**config.mk**
```make
export PLATFORM = sky130hd
export DESIGN_NAME = sfa_front
export DESIGN_NICKNAME = d
export VERILOG_FILES = /design/src/rtl/sfa_pkg.sv /design/src/rtl/sfa_front.sv
export SDC_FILE = /design/constraint.sdc
export NUM_CORES = 1
export LEC_CHECK = 0
export ABC_CLOCK_PERIOD_IN_PS = 3100
export BUFFER_PORTS_ARGS = -buffer_cell sky130_fd_sc_hd__buf_2
export CAP_MARGIN = 0
export CORE_UTILIZATION = 35
export CTS_BUF_LIST = sky130_fd_sc_hd__clkbuf_4 sky130_fd_sc_hd__clkbuf_8
export DETAILED_ROUTE_END_ITERATION = 10
export SETUP_SLACK_MARGIN = 0.02
export SLEW_MARGIN = 10
export SYNTH_ARGS = -nofsm -noshare
export SYNTH_HDL_FRONTEND = slang
export SYNTH_SLANG_ARGS = --single-unit
```
**constraint.sdc**
```tcl
create_clock -name clk -period 3.1 [get_ports clk]
set_input_delay 0.775 -clock clk [delete_from_list [all_inputs] [get_ports clk]]
set_output_delay 0.775 -clock clk [all_outputs]
set_load 0.005 [all_outputs]
```
**src/rtl/sfa_pkg.sv**
```systemverilog
`timescale 1ns / 1ps
package sfa_pkg;

  localparam int MAX_REGIONS_DEF = 64;
  localparam int ADDR_BITS_DEF   = 16;

  // request type codes as they arrive on the stream
  localparam logic [2:0] RT_CLEAR  = 3'd0;
  localparam logic [2:0] RT_APPEND = 3'd1;
  localparam logic [2:0] RT_ALLOC  = 3'd2;
  localparam logic [2:0] RT_FREE   = 3'd3;
  localparam logic [2:0] RT_READ   = 3'd4;

  // decoded request kinds handed from front to back
  localparam logic [2:0] K_CLEAR  = 3'd0;
  localparam logic [2:0] K_APPEND = 3'd1;
  localparam logic [2:0] K_ALLOC  = 3'd2;
  localparam logic [2:0] K_FREE   = 3'd3;
  localparam logic [2:0] K_READ   = 3'd4;
  localparam logic [2:0] K_BAD    = 3'd5;

  // result status codes
  localparam logic [2:0] ST_OK      = 3'd0;
  localparam logic [2:0] ST_NOFIT   = 3'd1;
  localparam logic [2:0] ST_FULL    = 3'd2;
  localparam logic [2:0] ST_IGNORED = 3'd3;
  localparam logic [2:0] ST_BAD     = 3'd4;

  // configuration register indexes
  localparam logic REG_MEMORY_SIZE = 1'b0;
  localparam logic REG_FIT_POLICY  = 1'b1;

  typedef struct packed {
    logic [2:0]  kind;
    logic [7:0]  pid;
    logic [7:0]  sid;
    logic [15:0] addr;
    logic [15:0] size;
    logic [5:0]  idx;
    logic        last;
  } req_t;

  typedef struct packed {
    logic [2:0]  status;
    logic [15:0] out_start;
    logic [15:0] out_end;
    logic [7:0]  out_owner;
    logic [7:0]  out_segment;
  } res_t;

endpackage

```
**src/rtl/sfa_front.sv**
```systemverilog
`timescale 1ns / 1ps
module sfa_front
  import sfa_pkg::*;
(
  input  logic        clk,
  input  logic        rst,
  input  logic        in_valid,
  output logic        in_ready,
  input  logic [2:0]  req_type,
  input  logic [7:0]  process_id,
  input  logic [7:0]  segment_id,
  input  logic [15:0] region_addr,
  input  logic [15:0] req_size,
  input  logic [5:0]  entry_index,
  input  logic        last_segment,
  output logic        q_valid,
  input  logic        q_ready,
  output req_t        q_data
);

  req_t       slot [2];
  logic       wr_ptr;
  logic       rd_ptr;
  logic [1:0] fill;
  logic [2:0] kind;
  logic       push;
  logic       pop;

  always_comb begin
    unique case (req_type)
      RT_CLEAR:  kind = K_CLEAR;
      RT_APPEND: kind = K_APPEND;
      RT_ALLOC:  kind = K_ALLOC;
      RT_FREE:   kind = K_FREE;
      RT_READ:   kind = K_READ;
      default:   kind = K_BAD;
    endcase
  end

  assign in_ready = (fill != 2'd2);
  assign q_valid  = (fill != 2'd0);
  assign q_data   = slot[rd_ptr];
  assign push     = in_valid && in_ready;
  assign pop      = q_valid && q_ready;

  always_ff @(posedge clk) begin
    if (push) begin
      slot[wr_ptr] <= '{kind: kind, pid: process_id, sid: segment_id, addr: region_addr,
                        size: req_size, idx: entry_index, last: last_segment};
    end
    if (rst) begin
      wr_ptr <= 1'b0;
      rd_ptr <= 1'b0;
      fill   <= 2'd0;
    end else begin
      if (push) wr_ptr <= ~wr_ptr;
      if (pop)  rd_ptr <= ~rd_ptr;
      fill <= fill + {1'b0, push} - {1'b0, pop};
    end
  end

endmodule

```
==> results.yml, run 1 <==
final_layout:
  final_net_count: 413
  antenna_cells: 0
  final_cell_mix: "buf_2, edfxtp_1, mux2_2"
  fin_cells: 531
  n_fill_cell: 1130
  stdcell_area_sq_um: 5670
  final_common_cell: "buf_2"
  drive_gt1_share_pct: 60.9
  syn2layout_area_growth_pct: 27.1
grt:
  grt_util_met1_pct: 13.8
  antenna_found_initial: 0
  grt_max_degree: 43
  grt_util_met3_pct: 6.54
  grt-ovfl-total: 0
  track_usage_pct: 12.9
  grt_pass1_vias: 2439
  grt.busiest_layer: "met2"
  grtUsageMet2_pct: 21.2
  grt_pass1_wl_um: 12200
yosys:
  yosys_register_bits: 121
  synth_top_area_cell: "edfxtp_1"
  synth_top_area_share_pct: 78.2
  yosysWarnings: 0
  synth_area_leaders: "edfxtp_1, mux2_2, dfxtp_1"
  synthCells: 212
  synth_nets: 275
  synth_area_sq_um: 4460
  ys_seq_area_share_pct: 80.4
  synth.distinct_cells: 26
  syn_area_per_cell_sq_um: 21.0
setup_path:
  r2r-end: "slot[1][17]$_DFFE_PP_"
  end_kind: "primary output"
  r2r-start: "fill[0]$_SDFF_PP0_"
  path_class: "reg2out"
  start_kind: "register"
  critical_path_arrival_ns: 1.87
  crit_fanout: 42
  reg2reg_depth: 3
  regToRegSetupSlack_ns: 1.22
  required_ns: 2.32
floorplan:
  num_rows: 40
  dieArea_sq_um: 13200
  die_x_um: 115
  core_area_sq_um: 12200
  initial_core_util_pct: 36.5
  pin_count: 122
  die_y_um: 115
clock_tree:
  ctsHoldBuffers: 0
  cts_max_level: 4
  post_cts_resized: 0
  root_buffer: "clkbuf_8"
  clk_latency_ns: 0.43
  cts_tree: "built"
  cts_buffers: 17
  cts_max_path_buffers: 2
  path_clk_slew_ns: 0.06
  post_cts_buffers: 0
  cts_sinks: 121
drt:
  dr.first_iter.drc_count: 104
  ant_nets: 0
  drc: 0
  detail_route.vias_per_cell: 4.40
  routedWlPerCell_um: 15.2
  via_count: 2337
  firstDrtPassIters: 4
  wirelength_um: 8080
timing:
  fin_setup_tns_ns: 0
  fmax_mhz: 379
  rsz0062_at_grt: "no"
  min_period_ns: 2.64
  period_share_pct: 85.2
  worstMarginPinSlew_ns: 0.553
  finalHoldViolations: 0
  setup_violations: 0
  drv_slew: 0
  skew_ns: 0.00819
  slew_headroom_pct: 63.1
outcome:
  outcome: "completed"
placed_design:
  dp_hpwl_um: 5250
  place_inst: 499
  place.gp.congestion: 0.714
  place_area_sq_um: 5300
  port_buffers: 121
hold_path:
  hold_class: "reg2reg"
  min_to: "rd_ptr$_SDFFE_PP0P_"
  min_from: "rd_ptr$_SDFFE_PP0P_"
  min_path_cells: 2
pwr:
  leakagePower_uw: 0.00213
  ir_worst_vdd_mv: 0.459
  powerDensity_nw_per_um2: 722
flow_run:
  cap_violations: 0
area by class of cell:
| cell class | count | area [sq um] | area share, % |
|---|---|---|---|
| sequential | 121 | 3580 | 63.3 |
| clock buffer | 29 | 349 | 6.16 |
| clock inverter | 3 | 15.0 | 0.265 |
| tap | 168 | 210 | 3.71 |
| timing repair buffer | 126 | 681 | 12.0 |
| inverter | 1 | 3.75 | 0.0663 |
| multi-input combinational | 83 | 822 | 14.5 |
worst max-delay path, stage by stage, from the launching register on:
cell and delay, ns:
dfxtp_2 0.60, buf_12 0.31, mux2_2 0.37, buf_2 0.13
power by group:
group | leakage, uW | switching, uW | internal [uW]
Combinational | 0.000807 | 349 | 419
Clock | 0.000200 | 553 | 706
Sequential | 0.00113 | 71.8 | 1990
through the flow:
stage / worst slack [ns] / power (uW) / utilization [%] / hold slack (ns)
floorplan: 0.484 / 2540 / - / 0.472
global placement: 0.867 / 2870 / 43.4 / 0.490
detailed placement: 0.855 / 2890 / 43.4 / 0.499
CTS: 0.382 / 4160 / 46.4 / 0.493
global route: 0.316 / 4290 / 46.4 / 0.501
finish: 0.458 / 4090 / 46.4 / 0.510
sequential cells by signal, summed over array words and instances (netlist names), named ones only:
name    flops
slot      116
wr_ptr      1
fill        2
rd_ptr      1
Yosys cell counts:
| master | instances |
|---|---|
| buf_2 | 3 |
| a21bo_2 | 1 |
| a32oi_1 | 1 |
| a211oi_1 | 1 |
| buf_4 | 1 |
| o21ai_0 | 2 |
| mux2_1 | 1 |
| nand3_1 | 1 |
| mux2_2 | 58 |
| a21bo_1 | 1 |
| xor2_1 | 1 |
| and2b_1 | 1 |
| edfxtp_1 | 116 |
| clkbuf_1 | 1 |
| nand2b_1 | 1 |
| nand3b_1 | 1 |
| ha_1 | 1 |
| a21o_1 | 1 |
| nor2b_1 | 3 |
| nor2_1 | 5 |
| a21oi_1 | 1 |
| dfxtp_1 | 5 |
| or2_2 | 1 |
| buf_6 | 2 |
| inv_1 | 1 |
| and3_1 | 1 |
cells by family after synthesis:
| logic type | synth area share, % |
|---|---|
| compound gates | 1.32 |
| fa+ha+maj | 0.281 |
| simple gates | 1.71 |
| xor+xnor | 0.197 |
| buf+inv | 1.18 |
| flops | 80.4 |
| mux | 14.9 |
layer usage:
metal	wire length, um	share of wire (%)	up-vias
met4	138	1.7	0
li1	-	-	1109
met3	731	9.0	11
met1	3280	41	1131
met5	0	0	-
met2	3930	49	86
worst max-delay path by stage:
stage,from,to,slack [ns],cells after the start
after floorplan,in_valid,slot[1][0]$_DFFE_PP_,0.48,1
final,register,q_data[54],0.46,3
after detailed placement,in_valid,slot[1][15]$_DFFE_PP_,0.85,3
after global placement,register,q_data[26],0.87,3
after global routing,register,q_data[6],0.32,3
after CTS,register,q_data[6],0.38,3
Note: power is estimated with default switching activity, not from simulation.
==> inputs of run 2 (changes only) <==
Settings changed: CELL_PAD_IN_SITES_DETAIL_PLACEMENT set to 0, CELL_PAD_IN_SITES_GLOBAL_PLACEMENT set to 1, CORE_UTILIZATION 35 to 45, PLACE_DENSITY_LB_ADDON set to 0.1.
==> run 2 against run 1 <==
First-iteration DRC count shrank 35%; largest power group unchanged; highest routed layer unchanged; clock skew shrank 0.0030 ns; register-to-register slack gained 0.30 ns; via count grew 1.2%.
==> results.yml, run 2 (same netlist as run 1, synthesis figures left out) <==
outcome:
  outcome: "completed"
drt:
  routedWlPerCell_um: 15.8
  wirelength_um: 7710
  firstDrtPassIters: 4
  detail_route.vias_per_cell: 4.83
  drc: 0
  ant_nets: 0
  dr.first_iter.drc_count: 68
  via_count: 2364
pwr:
  total_power_uw: 4270
  ir_worst_vdd_mv: 0.461
  powerDensity_nw_per_um2: 755
  leakagePower_uw: 0.00212
setup_path:
  path_class: "reg2out"
  end_kind: "primary output"
  critical_path_arrival_ns: 1.59
  regToRegSetupSlack_ns: 1.52
  start_kind: "register"
  required_ns: 2.32
  crit_fanout: 58
clock_tree:
  post_cts_resized: 0
  cts_sinks: 121
  path_clk_slew_ns: 0.07
  root_buffer: "clkbuf_8"
  post_cts_buffers: 0
  cts_max_level: 4
  cts_max_path_buffers: 2
  clk_latency_ns: 0.41
  cts_tree: "built"
  ctsHoldBuffers: 0
  cts_buffers: 17
grt:
  grt_pass1_wl_um: 11700
  grt_pass1_vias: 2394
  track_usage_pct: 15.7
  antenna_found_initial: 0
  grt-ovfl-total: 0
  grt_max_degree: 59
placed_design:
  place_area_sq_um: 5250
  place.gp.congestion: 0.684
  port_buffers: 121
  dp_hpwl_um: 4770
final_layout:
  largest_reg_flops: 116
  regMostFlops: "slot"
  final_common_cell: "buf_2"
  syn2layout_area_growth_pct: 27.0
  antenna_cells: 0
  final_cell_mix: "buf_2, edfxtp_1, mux2_2"
  top_regs: "slot x116, fill x2"
  drive_gt1_share_pct: 60.3
  stdcell_area_sq_um: 5660
  final_net_count: 412
flow_run:
  cap_violations: 0
timing:
  finalHoldViolations: 0
  min_period_ns: 2.36
  period_share_pct: 76.2
  drv_slew: 0
  slew_headroom_pct: 76.0
  fin_setup_tns_ns: 0
  worstMarginPinSlew_ns: 0.361
  fmax_mhz: 423
  skew_ns: 0.00519
  rsz0062_at_grt: "no"
  fin_hold_ws_ns: 0.514
  setup_violations: 0
hold_path:
  hold_class: "reg2reg"
floorplan:
  die_x_um: 102
  pin_count: 122
  core_area_sq_um: 9420
  num_rows: 35
  die_y_um: 102
  dieArea_sq_um: 10300
  initial_core_util_pct: 47.3
## run 2: layout make-up
type / count / area [sq um]
inverter: 1 / 3.75
clock inverter: 13 / 180
multi-input combinational: 83 / 822
sequential: 121 / 3580
timing repair buffer: 125 / 673
fill: 773 / 3760
tap: 129 / 161
clock buffer: 17 / 234
## run 2: power by group
part           internal, uW  switching, uW
Sequential             1990           47.7
Clock                   861            584
Combinational           417            372
## run 2: final timing paths
| kind | startpoint | to | cells after the start |
|---|---|---|---|
| setup / recovery | register | q_data[55] | 3 |
| hold / removal | rd_ptr$_SDFFE_PP0P_ | rd_ptr$_SDFFE_PP0P_ | 2 |
| setup reg to reg | fill[0]$_SDFF_PP0_ | slot[1][48]$_DFFE_PP_ | 3 |
| hold reg to reg | rd_ptr$_SDFFE_PP0P_ | rd_ptr$_SDFFE_PP0P_ | 2 |
## run 2: worst max-delay path, stage by stage, from the launching register on
cell and delay [ns]:
dfxtp_2 0.34, buf_12 0.30, mux2_2 0.38, buf_2 0.13
## run 2: metrics by stage
stage | setup WS, ns | std cells | util, %
after detailed placement | 1.01 | 459 | 55.7
final | 0.738 | 489 | 60.1
after floorplan | 0.484 | 212 | -
after global routing | 0.640 | 489 | 60.1
after global placement | 1.05 | 459 | 55.7
after CTS | 0.693 | 489 | 60.1
## run 2: per-layer routing
layer / share of wire [%] / vias up / track usage (%)
met4: 1.5 / 0 / 7.13
met2: 52 / 80 / 26.8
met1: 39 / 1168 / 17.3
li1: - / 1105 / -
met3: 7.1 / 11 / 6.28
met5: 0 / - / 0
==> inputs of run 3 (changes only) <==
Settings changed: ABC_CLOCK_PERIOD_IN_PS 3100 to 1950, CORE_UTILIZATION 45 to 41.
Clock period 3.1 ns to 1.95 ns, I/O delays scaled along.
==> run 3 against run 2 <==
Clock skew grew 0.0042 ns; the run now ends with setup timing left; design area grew 5.0%; first-iteration DRC count fell by 24%; clock-buffer cell count rose by 1; die area increased by 9.6%; combinational power up 96%; utilization decreased by 3.1 points; final cell count increased by 2.2%.
==> results.yml, run 3 (same netlist as run 1, synthesis figures left out) <==
clock_tree:
  post_cts_buffers: 0
  cts_tree: "built"
  cts_sinks: 121
  cts_max_level: 4
  path_clk_slew_ns: 0.07
  cts_buffers: 17
  clk_latency_ns: 0.41
  root_buffer: "clkbuf_8"
  cts_max_path_buffers: 2
hold_path:
  hold_class: "in2reg"
timing:
  rsz0062_at_grt: "yes"
  skew_ns: 0.00936
  layout_setup_ws_ns: -0.0332
  slew_headroom_pct: 77.7
  setup_violations: 37
  drv_slew: 0
  min_period_ns: 1.98
  period_share_pct: 102
  worstMarginPinSlew_ns: 0.335
  fmax_mhz: 504
  finalHoldViolations: 0
grt:
  grt_pass1_vias: 2413
  grt_max_degree: 59
  track_usage_pct: 15.1
  grt_pass1_wl_um: 12300
  grt-ovfl-total: 0
  antenna_found_initial: 0
floorplan:
  pin_count: 122
  initial_core_util_pct: 42.8
  num_rows: 37
  die_y_um: 106
  core_area_sq_um: 10400
  dieArea_sq_um: 11300
  die_x_um: 106
placed_design:
  port_buffers: 121
  place_inst: 467
  place.gp.congestion: 0.719
  place_ws_ns: 0.157
  dp_hpwl_um: 4870
final_layout:
  final_net_count: 414
  multiInputGateArea_sq_um: 908
  syn2layout_area_growth_pct: 33.3
  seqCellArea_sq_um: 3590
  antenna_cells: 0
  regMostFlops: "slot"
  top_regs: "slot x116, fill x2"
  final_common_cell: "edfxtp_1"
  fin_cells: 500
  n_fill_cell: 864
  largest_reg_flops: 116
  final_cell_mix: "edfxtp_1, buf_2, mux2_2"
  drive_gt1_share_pct: 60.7
pwr:
  leakagePower_uw: 0.00226
  powerDensity_nw_per_um2: 1200
  ir_worst_vdd_mv: 0.500
drt:
  dr.first_iter.drc_count: 52
  drc: 0
  wirelength_um: 8040
  via_count: 2348
  routedWlPerCell_um: 16.1
  detail_route.vias_per_cell: 4.70
  firstDrtPassIters: 6
  ant_nets: 0
setup_path:
  crit_fanout: 19
  critical_path_arrival_ns: 1.50
  path_class: "reg2out"
  start_kind: "register"
  end_kind: "primary output"
  required_ns: 1.46
outcome:
  outcome: "complete, but fails checks"
  failed_checks: "setup timing"
flow_run:
  cap_violations: 0
-- run 3: layer usage --
layer,GRT usage [%],routed length (um)
met1,17.0,3180
met2,24.4,4180
met3,6.50,581
met4,7.64,104
met5,0,0
-- run 3: worst paths after layout --
kind,from,to,slack [ns],depth (start not counted)
setup / recovery,register,q_data[6],-0.03,3
hold / removal,region_addr[5],slot[1][28]$_DFFE_PP_,0.26,1
setup reg to reg,fill[1]$_SDFF_PP0_,fill[1]$_SDFF_PP0_,0.37,6
hold reg to reg,rd_ptr$_SDFFE_PP0P_,register,0.50,2
-- run 3: cell type report --
| class | instances | area share [%] |
|---|---|---|
| clock buffers | 18 | 4.06 |
| multi-input cells | 83 | 15.3 |
| inverters | 1 | 0.126 |
| well taps | 136 | 2.86 |
| clock inverters | 14 | 3.03 |
| repair buffers | 127 | 14.2 |
| flip-flops and latches | 121 | 60.4 |
-- run 3: repair_timing --
item	CTS	global route
cloned	1	0
hold buffers	0	0
endpoints found under the setup margin	58	58
gates resized for setup	32	14
-- run 3: worst max-delay path, cell delays in order, from the launching register on --
cell     delay (ns)
dfxtp_4        0.41
buf_12         0.19
mux2_2         0.35
buf_2          0.13
-- run 3: through the flow --
stage | utilization (%) | power (uW) | cell area, sq um | hold WS [ns] | setup TNS, ns
2_1_floorplan | - | 4040 | 4470 | 0.472 | 0
3_3_place_gp | 50.6 | 4580 | 5270 | 0.489 | 0
3_5_place_dp | 50.6 | 4600 | 5270 | 0.497 | 0
4_1_cts | 56.3 | 7170 | 5870 | 0.222 | -3.83
5_1_grt | 57.0 | 7460 | 5940 | 0.216 | -4.90
6_report | 57.0 | 7140 | 5940 | 0.256 | -0.892
-- run 3: report_power, final --
group	switching (uW)	internal, uW	total [uW]
registers	96.0	3160	3260
clock network	939	1390	2330
logic	640	909	1550
